## src/rtl/erld_pkg.sv

```systemverilog
// Shared types, constants and helpers for the escape run-length decoder.
// Used by erld_decode, erld_expand and escape_run_length_decoder_top.
// No dependencies.
package erld_pkg;

    localparam int BYTE_W   = 8;
    localparam int COUNT_W  = 4;
    localparam int NIBBLE_W = 4;
    localparam int DICT_W   = 64;
    localparam int CFG_IDX_W = 1;

    localparam logic [BYTE_W-1:0] ESC_CODE        = 8'h07;
    localparam logic [BYTE_W-1:0] ESC_LITERAL_SEL = 8'h00;
    localparam logic [COUNT_W-1:0] COUNT_ONE      = 4'd1;
    localparam logic [COUNT_W-1:0] COUNT_ZERO     = 4'd0;

    typedef enum logic [CFG_IDX_W-1:0] {
        CFG_DICT_LOWER = 1'b0,
        CFG_DICT_UPPER = 1'b1
    } cfg_idx_t;

    // One decoded job: a byte and how many times it is emitted.
    typedef struct packed {
        logic [BYTE_W-1:0]  val;
        logic [COUNT_W-1:0] count;
    } job_t;

    function automatic logic [BYTE_W-1:0] dict_entry(
        input logic [DICT_W-1:0]   lower,
        input logic [DICT_W-1:0]   upper,
        input logic [NIBBLE_W-1:0] sel
    );
        logic [DICT_W-1:0] word;
        word = sel[3] ? upper : lower;
        return word[{sel[2:0], 3'b000} +: BYTE_W];
    endfunction

endpackage

```

## src/rtl/erld_decode.sv

```systemverilog
// Input stage: dictionary registers, escape tracking and the job register.
// Depends on erld_pkg.
module erld_decode import erld_pkg::*; (
    input  logic                  aclk,
    input  logic                  aresetn,
    input  logic                  cfg_we,
    input  logic [CFG_IDX_W-1:0]  cfg_addr,
    input  logic [DICT_W-1:0]     cfg_wdata,
    input  logic                  s_tvalid,
    output logic                  s_tready,
    input  logic [BYTE_W-1:0]     s_byte,
    input  logic                  s_final,
    output logic                  job_valid,
    input  logic                  job_ready,
    output job_t                  job
);

    logic [DICT_W-1:0] dict_lower_reg;
    logic [DICT_W-1:0] dict_upper_reg;
    logic              pending_reg, pending_next;
    logic              job_valid_reg, job_valid_next;
    job_t              job_reg, job_next;
    job_t              dec;
    logic              accept;

    assign s_tready  = !job_valid_reg || job_ready;
    assign accept    = s_tvalid && s_tready;
    assign job_valid = job_valid_reg;
    assign job       = job_reg;

    always_comb begin
        dec          = '{val: s_byte, count: COUNT_ONE};
        pending_next = pending_reg;
        if (pending_reg) begin
            pending_next = 1'b0;
            if (s_byte == ESC_LITERAL_SEL) begin
                dec = '{val: ESC_CODE, count: COUNT_ONE};
            end else begin
                dec.val   = dict_entry(dict_lower_reg, dict_upper_reg, s_byte[NIBBLE_W-1:0]);
                dec.count = s_byte[BYTE_W-1 -: COUNT_W];
            end
        end else if (s_byte == ESC_CODE && !s_final) begin
            dec.count    = COUNT_ZERO;
            pending_next = 1'b1;
        end
    end

    always_comb begin
        job_valid_next = job_valid_reg && !job_ready;
        job_next       = job_reg;
        if (accept) begin
            job_valid_next = (dec.count != COUNT_ZERO);
            job_next       = dec;
        end
    end

    always_ff @(posedge aclk) begin
        if (!aresetn) begin
            dict_lower_reg <= '0;
            dict_upper_reg <= '0;
            pending_reg    <= 1'b0;
            job_valid_reg  <= 1'b0;
        end else begin
            if (cfg_we) begin
                unique case (cfg_idx_t'(cfg_addr))
                    CFG_DICT_LOWER: dict_lower_reg <= cfg_wdata;
                    CFG_DICT_UPPER: dict_upper_reg <= cfg_wdata;
                    default: ;
                endcase
            end
            if (accept) begin
                pending_reg <= pending_next;
            end
            job_valid_reg <= job_valid_next;
        end
    end

    always_ff @(posedge aclk) begin
        job_reg <= job_next;
    end

endmodule

```

## src/rtl/erld_expand.sv

```systemverilog
// Output stage: repeat counter and output register that expand one job into beats.
// Depends on erld_pkg.
module erld_expand import erld_pkg::*; (
    input  logic              aclk,
    input  logic              aresetn,
    input  logic              job_valid,
    output logic              job_ready,
    input  job_t              job,
    output logic              m_tvalid,
    input  logic              m_tready,
    output logic [BYTE_W-1:0] m_byte,
    output logic              m_last
);

    logic               out_valid_reg, out_valid_next;
    logic [BYTE_W-1:0]  out_byte_reg, out_byte_next;
    logic               out_last_reg, out_last_next;
    logic [COUNT_W-1:0] rem_reg, rem_next;
    logic [BYTE_W-1:0]  val_reg, val_next;
    logic               slot_free;

    assign slot_free = !out_valid_reg || m_tready;
    assign job_ready = slot_free && (rem_reg == COUNT_ZERO);
    assign m_tvalid  = out_valid_reg;
    assign m_byte    = out_byte_reg;
    assign m_last    = out_last_reg;

    always_comb begin
        out_valid_next = out_valid_reg && !m_tready;
        out_byte_next  = out_byte_reg;
        out_last_next  = out_last_reg;
        rem_next       = rem_reg;
        val_next       = val_reg;
        if (slot_free) begin
            if (rem_reg != COUNT_ZERO) begin
                out_valid_next = 1'b1;
                out_byte_next  = val_reg;
                out_last_next  = (rem_reg == COUNT_ONE);
                rem_next       = rem_reg - COUNT_ONE;
            end else if (job_valid) begin
                out_valid_next = 1'b1;
                out_byte_next  = job.val;
                out_last_next  = (job.count == COUNT_ONE);
                rem_next       = job.count - COUNT_ONE;
                val_next       = job.val;
            end
        end
    end

    always_ff @(posedge aclk) begin
        if (!aresetn) begin
            out_valid_reg <= 1'b0;
            rem_reg       <= COUNT_ZERO;
        end else begin
            out_valid_reg <= out_valid_next;
            rem_reg       <= rem_next;
        end
    end

    always_ff @(posedge aclk) begin
        out_byte_reg <= out_byte_next;
        out_last_reg <= out_last_next;
        val_reg      <= val_next;
    end

endmodule

```

## src/rtl/escape_run_length_decoder_top.sv

```systemverilog
// Escape run-length decoder top level: a decode stage and an expand stage.
// A literal byte passes through the job register and then the output register on its way out.
// Literal bytes pass at one beat per cycle unless the output stalls; an escape operand
// with count n gives n beats, and the input stalls once the job register is full.
// Reset (aresetn low, synchronous) clears the dictionary, the pending escape and all valids.
// Depends on erld_pkg, erld_decode and erld_expand.
module escape_run_length_decoder_top import erld_pkg::*; (
    input  logic                 aclk,
    input  logic                 aresetn,
    input  logic                 cfg_we,
    input  logic [CFG_IDX_W-1:0] cfg_addr,
    input  logic [DICT_W-1:0]    cfg_wdata,
    input  logic                 s_tvalid,
    output logic                 s_tready,
    input  logic [BYTE_W-1:0]    s_tdata,   // [7:0] in_byte
    input  logic                 s_tlast,
    output logic                 m_tvalid,
    input  logic                 m_tready,
    output logic [BYTE_W-1:0]    m_tdata,   // [7:0] out_byte
    output logic                 m_tlast
);

    logic job_valid;
    logic job_ready;
    job_t job;

    erld_decode u_decode (
        .aclk      (aclk),
        .aresetn   (aresetn),
        .cfg_we    (cfg_we),
        .cfg_addr  (cfg_addr),
        .cfg_wdata (cfg_wdata),
        .s_tvalid  (s_tvalid),
        .s_tready  (s_tready),
        .s_byte    (s_tdata),
        .s_final   (s_tlast),
        .job_valid (job_valid),
        .job_ready (job_ready),
        .job       (job)
    );

    erld_expand u_expand (
        .aclk      (aclk),
        .aresetn   (aresetn),
        .job_valid (job_valid),
        .job_ready (job_ready),
        .job       (job),
        .m_tvalid  (m_tvalid),
        .m_tready  (m_tready),
        .m_byte    (m_tdata),
        .m_last    (m_tlast)
    );

endmodule
```

## config.mk

```make
export PLATFORM = sky130hd
export DESIGN_NAME = escape_run_length_decoder_top
export DESIGN_NICKNAME = d
export VERILOG_FILES = /design/src/rtl/erld_pkg.sv /design/src/rtl/erld_decode.sv /design/src/rtl/erld_expand.sv /design/src/rtl/escape_run_length_decoder_top.sv
export SDC_FILE = /design/constraint.sdc
export NUM_CORES = 1
export LEC_CHECK = 0
export BUFFER_PORTS_ARGS = -buffer_cell sky130_fd_sc_hd__clkbuf_2
export CAP_MARGIN = 40
export CORE_MARGIN = 10
export CORE_UTILIZATION = 34
export DETAILED_ROUTE_END_ITERATION = 16
export GPL_TIMING_DRIVEN = 0
export HOLD_SLACK_MARGIN = 0.03
export PLACE_DENSITY_LB_ADDON = 0.08
export SYNTH_ARGS = -nofsm -noshare
export SYNTH_HDL_FRONTEND = slang
export SYNTH_SLANG_ARGS = --single-unit
```

## constraint.sdc

```tcl
create_clock -name aclk -period 4.3 [get_ports aclk]
set_input_delay 0.215 -clock aclk [delete_from_list [all_inputs] [get_ports aclk]]
set_output_delay 0.215 -clock aclk [all_outputs]
set_load 0.005 [all_outputs]
```

==> flow_metrics.py, run 1 <==
metrics = {
    "critical_path": {
        "r2r_cells": 6,
        "rrSetupSlack_ns": 2.07,
        "cp-end-kind": "output port",
        "path_class": "reg -> out",
        "r2r-start": "u_expand.rem_reg[0]$_SDFFE_PN0P_",
        "rr_endpoint": "u_decode.job[2]$_DFFE_PP_",
        "cp.arrival_ns": 2.02,
        "cp_max_fo": 8,
        "cp.required_ns": 4.09,
        "cp-start-kind": "flip-flop",
    },
    "synthesis": {
        "synthCells": 806,
        "syn_area_um2": 7403,
        "yosys_warnings": 0,
        "synth_nets": 889,
        "ys_seq_elements": 164,
        "synth_edf_count": 29,
        "ys_top_cells_by_area": "dfxtp_1 (37%), nand2_1 (15%), a21boi_0 (13%)",
        "synth-seq-area-share_pct": 48.27,
        "synth.distinct_cells": 55,
        "synth_area_per_cell_um2": 9.185,
        "synth_top_area_share_pct": 36.50,
        "async_flop_share_pct": 0,
        "synth_ff_type": "dfxtp_1",
        "yosysTopAreaCell": "dfxtp_1",
    },
    "worst_hold_path": {
        "min_to": "u_decode.dict_upper_reg[3]$_SDFFE_PN0P_",
        "hp-class": "in -> reg",
        "hold_depth": 3,
        "holdCritStartpoint": "cfg_wdata[3]",
    },
    "clock_tree": {
        "cts_made_buffers": 17,
        "cts_sinks": 164,
        "path_clk_slew_ns": 0.06,
        "cts_setup_buffers": 0,
        "cts.path.max_buffers": 2,
        "clk_latency_ns": 0.42,
        "cts_root_buf": "clkbuf_16",
        "cts_tree": "yes",
        "htreeDepth": 4,
    },
    "drt": {
        "viasPerCell": 4.889,
        "wire_per_inst_um": 18.98,
        "drt_iter0_markers": 359,
        "vias": 5984,
        "drt_pass1_iterations": 4,
        "route.detailed.drc": 0,
        "wirelength_mm": 23.23,
        "ant_nets": 0,
    },
    "status": {
        "outcome": "completed",
    },
    "global_routing": {
        "grt_max_degree": 17,
        "grt_pass1_wl_mm": 35.94,
        "overflow": 0,
        "grt_use_total_pct": 16.49,
        "antenna_found_initial": 0,
        "grt_pass1_vias": 6111,
    },
    "final_layout": {
        "area_growth_pct": 22.02,
        "layout_commonest_cell": "nand2_1",
        "drive_gt1_share_pct": 17.18,
        "final_cell_mix": "nand2_1 (290), dfxtp_1 (135), a21boi_0 (131), clkbuf_2 (86)",
        "diodes": 0,
        "fin_nets": 1019,
    },
    "placed_design": {
        "hpwl_mm": 17.39,
        "port_buffers": 86,
        "gp_congestion": 0.8548,
    },
    "sta": {
        "max_freq_mhz": 447.8,
        "holdWs_ns": 0.03715,
        "period_needed_ns": 2.233,
        "skew_ns": 0.006527,
        "tns_ns": 0,
        "max_slew.worst_pin.slew_ns": 0.7943,
        "rsz0062_at_grt": "false",
        "setup_viol": 0,
        "fin_crit_sh_pct": 51.94,
        "maxSlewViolCount": 0,
        "hold_violations": 0,
        "slew_headroom_pct": 47.05,
    },
    "pwr": {
        "powerDensity_nw_per_um2": 459.4,
        "irDropWorstVdd_uv": 265.7,
        "p_leak_nw": 3.483,
    },
    "floorplanning": {
        "die_w_um": 167.6,
        "dieArea_um2": 28080,
        "initial_utilization_pct": 34.89,
        "die_h_um": 167.6,
        "core-area_um2": 21220,
        "std_cell_rows": 53,
        "pin_count": 90,
    },
    "job": {
        "drv_cap": 0,
    },
}
-- worst max-delay path, cell delays in order, from the launching register on --
cell	delay, ns
dfxtp_1	0.43
inv_1	0.07
ha_1	0.27
nor3b_2	0.21
a21boi_0	0.29
inv_1	0.17
clkbuf_2	0.15
-- area by class of cell --
class	instances	area, um^2
fill	2212	12190
sequential	164	3573
multi-input combinational	572	3525
timing repair buffer	111	680.7
clock buffer	22	485.5
tap	275	344.1
buffer	57	256.5
clock inverter	10	120.1
inverter	13	48.80
-- cells by family (layout without fill, tap and decap cells) --
logic type	Yosys count	count (layout)	synth area share, %
AND/OR/NAND/NOR	338	338	18.64
AO/OA/AOI/OAI	175	175	17.86
flip-flops	164	164	48.27
buffers and inverters	70	213	4.124
multiplexers	53	53	10.19
adder cells (fa/ha/maj)	4	4	0.6760
XOR/XNOR	2	2	0.2366
-- synth_stat cells, types with 2 or more instances --
cell	count
a211oi_1	2
a21boi_0	131
a21oi_1	5
a22oi_1	5
a31oi_1	3
a32o_1	2
and2_1	2
and3_1	2
buf_1	5
buf_2	16
buf_4	4
clkbuf_1	31
dfxtp_1	135
edfxtp_1	29
ha_1	4
inv_1	12
mux2_2	3
mux2i_1	33
mux4_1	2
mux4_2	15
nand2_1	290
nand2b_1	3
nand3_1	4
nand4_1	3
nor2_1	11
nor2b_1	7
nor3_1	6
o2111ai_1	2
o21ai_0	5
o221ai_1	8
or2_2	2
-- timing repair --
| item | 4_1_cts | 5_1_grt |
|---|---|---|
| resized for setup | 0 | 0 |
| hold buffers | 25 | 0 |
| endpoints found under the setup margin | 0 | 0 |
| endpoints found under the hold margin | 40 | 0 |
-- worst max-delay path by stage --
stage                                          start                        end  cells after the start
finish              u_expand.rem_reg[0]$_SDFFE_PN0P_                   s_tready                      6
global route        u_expand.rem_reg[0]$_SDFFE_PN0P_  u_decode.job[3]$_DFFE_PP_                      6
CTS                 u_expand.rem_reg[0]$_SDFFE_PN0P_                   s_tready                      6
detailed placement  u_expand.rem_reg[0]$_SDFFE_PN0P_  u_decode.job[4]$_DFFE_PP_                      6
global placement    u_expand.rem_reg[0]$_SDFFE_PN0P_  u_decode.job[4]$_DFFE_PP_                      6
floorplan           u_expand.rem_reg[0]$_SDFFE_PN0P_  u_decode.job[0]$_DFFE_PP_                      6
-- layer usage --
metal	GRT usage (%)	routed length (um)	vias to the layer above
met2	26.11	10630	121
met1	22.12	11310	2817
met4	4.656	369	0
met5	0	0	-
li1	-	-	3026
met3	3.535	924	20
-- power breakdown --
group | internal (mW) | total (mW) | switching, mW
registers | 1.76 | 1.83 | 0.0759
clock network | 0.926 | 1.58 | 0.650
logic | 0.302 | 0.741 | 0.439
total | 2.99 | 4.15 | 1.16
-- stage by stage --
stage / instance area (um^2) / utilization, % / instances / worst slack (ns) / power (mW)
5_1_grt: 9034 / 42.57 / 1224 / 1.892 / 4.354
3_3_place_gp: 8178 / 38.54 / 1167 / 2.042 / 2.601
6_report: 9034 / 42.57 / 1224 / 2.067 / 4.150
2_1_floorplan: 7403 / - / 806 / 2.452 / 2.326
3_5_place_dp: 8178 / 38.54 / 1167 / 2.053 / 2.606
4_1_cts: 9034 / 42.57 / 1224 / 2.010 / 4.196
Power figures use the tool's default switching activity.
==> inputs of run 2 (changes only) <==
clock period = 2 ns   (was 4.3 ns; I/O delays follow)
==> run 2 against run 1 <==
  * Design area is 4.7% higher
  * Sequential share of layout area fell by 1.8 points
  * Setup slack got worse by 2.0 ns
  * Count of clock-buffer cells in the layout did not move
  * Final cell count up 3.3%
  * Utilization is 2.0 points higher
  * Combinational power up 130%
  * Via count rose by 2.9%
  * Register-to-register slack lost 1.9 ns
  * Clock power grew 110%
  * Die area unchanged
  * First-iteration DRC count is 9.2% lower
  * Critical path type unchanged
  * Critical endpoint unchanged
  * Highest routed layer unchanged
==> flow_metrics.py, run 2 (synthesized netlist as in run 1, its figures left out) <==
metrics = {
    "final_layout": {
        "multi_input_area_um2": 3541,
        "final-instance-count-excl-fill": 1265,
        "drive_gt1_share_pct": 17.07,
        "fin_nets": 1060,
        "seqCellArea_um2": 3573,
        "n_fill_cell": 2167,
        "diodes": 0,
        "fin_util_pct": 44.58,
        "final_cell_mix": "nand2_1 (290), dfxtp_1 (135), a21boi_0 (130), clkbuf_2 (87), dlygate4sd3_1 (65)",
        "area_growth_pct": 27.77,
        "layout_commonest_cell": "nand2_1",
    },
    "global_routing": {
        "antenna_found_initial": 0,
        "grt_pass1_wl_mm": 36.80,
        "grt_max_degree": 17,
        "overflow": 0,
        "grt_use_total_pct": 16.81,
        "grt_pass1_vias": 6317,
    },
    "critical_path": {
        "cpMaxStageDelayCell": "dfxtp_1",
        "cp.required_ns": 1.90,
        "cpPeakStageDelay_ns": 0.36,
        "cp_max_fo": 8,
        "rr_endpoint": "u_expand.m_byte[4]$_DFFE_PP_",
        "path_cells": "inv_1 -> ha_2 -> nor3b_4 -> a21boi_2 -> inv_1 -> clkbuf_2",
        "cp.arrival_ns": 1.78,
        "path_class": "reg -> out",
        "r2r-start": "u_expand.rem_reg[0]$_SDFFE_PN0P_",
        "cp-start-kind": "flip-flop",
        "cpMostUsedCell": "inv_1",
        "rrSetupSlack_ns": 0.13,
        "r2r_cells": 5,
        "cp-end-kind": "output port",
    },
    "pwr": {
        "p_leak_nw": 3.661,
        "powerDensity_nw_per_um2": 957.3,
        "irDropWorstVdd_uv": 565.6,
    },
    "sta": {
        "slew_headroom_pct": 47.89,
        "period_needed_ns": 1.884,
        "max_slew.worst_pin.slew_ns": 0.7817,
        "fin_crit_sh_pct": 94.22,
        "rsz0062_at_grt": "false",
        "maxSlewViolCount": 0,
        "max_freq_mhz": 530.7,
        "skew_ns": 0.005525,
        "hold_violations": 0,
        "tns_ns": 0,
        "setup_viol": 0,
    },
    "clock_tree": {
        "cts_root_buf": "clkbuf_16",
        "clk_latency_ns": 0.42,
        "cts_sinks": 164,
        "path_clk_slew_ns": 0.06,
        "cts.path.max_buffers": 2,
        "cts_tree": "yes",
        "htreeDepth": 4,
        "cts_made_buffers": 17,
    },
    "worst_hold_path": {
        "holdCritStartpoint": "m_tready",
        "hold_depth": 3,
        "min_to": "u_expand.m_tvalid$_SDFF_PN0_",
        "hp-class": "in -> reg",
    },
    "placed_design": {
        "hpwl_mm": 17.39,
        "placed_cells": 1167,
        "gp_congestion": 0.8548,
        "port_buffers": 86,
    },
    "floorplanning": {
        "dieArea_um2": 28080,
        "die_w_um": 167.6,
        "pin_count": 90,
        "die_h_um": 167.6,
        "core-area_um2": 21220,
        "initial_utilization_pct": 34.89,
        "std_cell_rows": 53,
    },
    "drt": {
        "route.detailed.drc": 0,
        "wire_per_inst_um": 18.64,
        "ant_nets": 0,
        "wirelength_mm": 23.58,
        "viasPerCell": 4.866,
        "drt_iter0_markers": 326,
        "vias": 6156,
        "drt_pass1_iterations": 5,
    },
    "job": {
        "drv_cap": 0,
    },
    "status": {
        "outcome": "completed",
    },
}
## run 2: power breakdown
group	switching, mW	internal, mW
Combinational	0.971	0.758
Sequential	0.170	3.78
Clock	1.39	1.99
Total	2.53	6.53
## run 2: repair_timing
action / CTS / global route
endpoints found under the hold margin: 129 / 0
setup buffers: 0 / 1
pin swaps: 0 / 0
cloned: 0 / 0
hold buffers: 65 / 0
resized for setup: 6 / 2
endpoints found under the setup margin: 21 / 31
## run 2: routing by layer
| metal | share of wire [%] | vias to the layer above | global-route usage, % |
|---|---|---|---|
| li1 | - | 3105 | - |
| met4 | 1.7 | 0 | 4.656 |
| met2 | 46 | 149 | 26.85 |
| met1 | 47 | 2879 | 22.42 |
| met3 | 4.8 | 23 | 3.535 |
| met5 | 0 | - | 0 |
## run 2: critical path, delay by kind of cell (launching register included)
family                     cells  cell delay, ns
AOI/OAI and AO/OA              1            0.10
adders and majority gates      1            0.24
buffers and inverters          3            0.40
DFF                            1            0.36
and+or+nand+nor                1            0.25
## run 2: worst max path at each step
stage / from / end / slack (ns) / cells past startpoint
2_1_floorplan: u_expand.rem_reg[0]$_SDFFE_PN0P_ / u_decode.job[0]$_DFFE_PP_ / 0.15 / 6
3_3_place_gp: u_expand.rem_reg[0]$_SDFFE_PN0P_ / u_decode.job[4]$_DFFE_PP_ / -0.26 / 6
3_5_place_dp: u_expand.rem_reg[0]$_SDFFE_PN0P_ / u_decode.job[4]$_DFFE_PP_ / -0.25 / 6
4_1_cts: u_expand.rem_reg[0]$_SDFFE_PN0P_ / s_tready / 0.01 / 6
5_1_grt: u_expand.rem_reg[0]$_SDFFE_PN0P_ / u_expand.m_byte[3]$_DFFE_PP_ / 0.001 / 5
6_report: u_expand.rem_reg[0]$_SDFFE_PN0P_ / s_tready / 0.12 / 6
## run 2: per-stage QoR
| stage | hold WS (ns) | power [mW] | instance area, um^2 | setup slack [ns] |
|---|---|---|---|---|
| 2_1_floorplan | 0.2449 | 5.000 | 7403 | 0.1517 |
| 3_3_place_gp | 0.3544 | 5.591 | 8178 | -0.2578 |
| 3_5_place_dp | 0.3573 | 5.602 | 8178 | -0.2473 |
| 4_1_cts | 0.05038 | 9.123 | 9448 | 0.01346 |
| 5_1_grt | 0.07348 | 9.514 | 9459 | 0.001128 |
| 6_report | 0.05867 | 9.055 | 9459 | 0.1157 |
## run 2: cell type report
class / instances / share of cell area [%]
Multi-Input combinational cell: 572 / 37.43
Inverter: 13 / 0.5159
Buffer: 57 / 2.725
Clock inverter: 10 / 1.270
Sequential cell: 164 / 37.78
Timing Repair Buffer: 152 / 11.51
Tap cell: 275 / 3.638
Clock buffer: 22 / 5.132
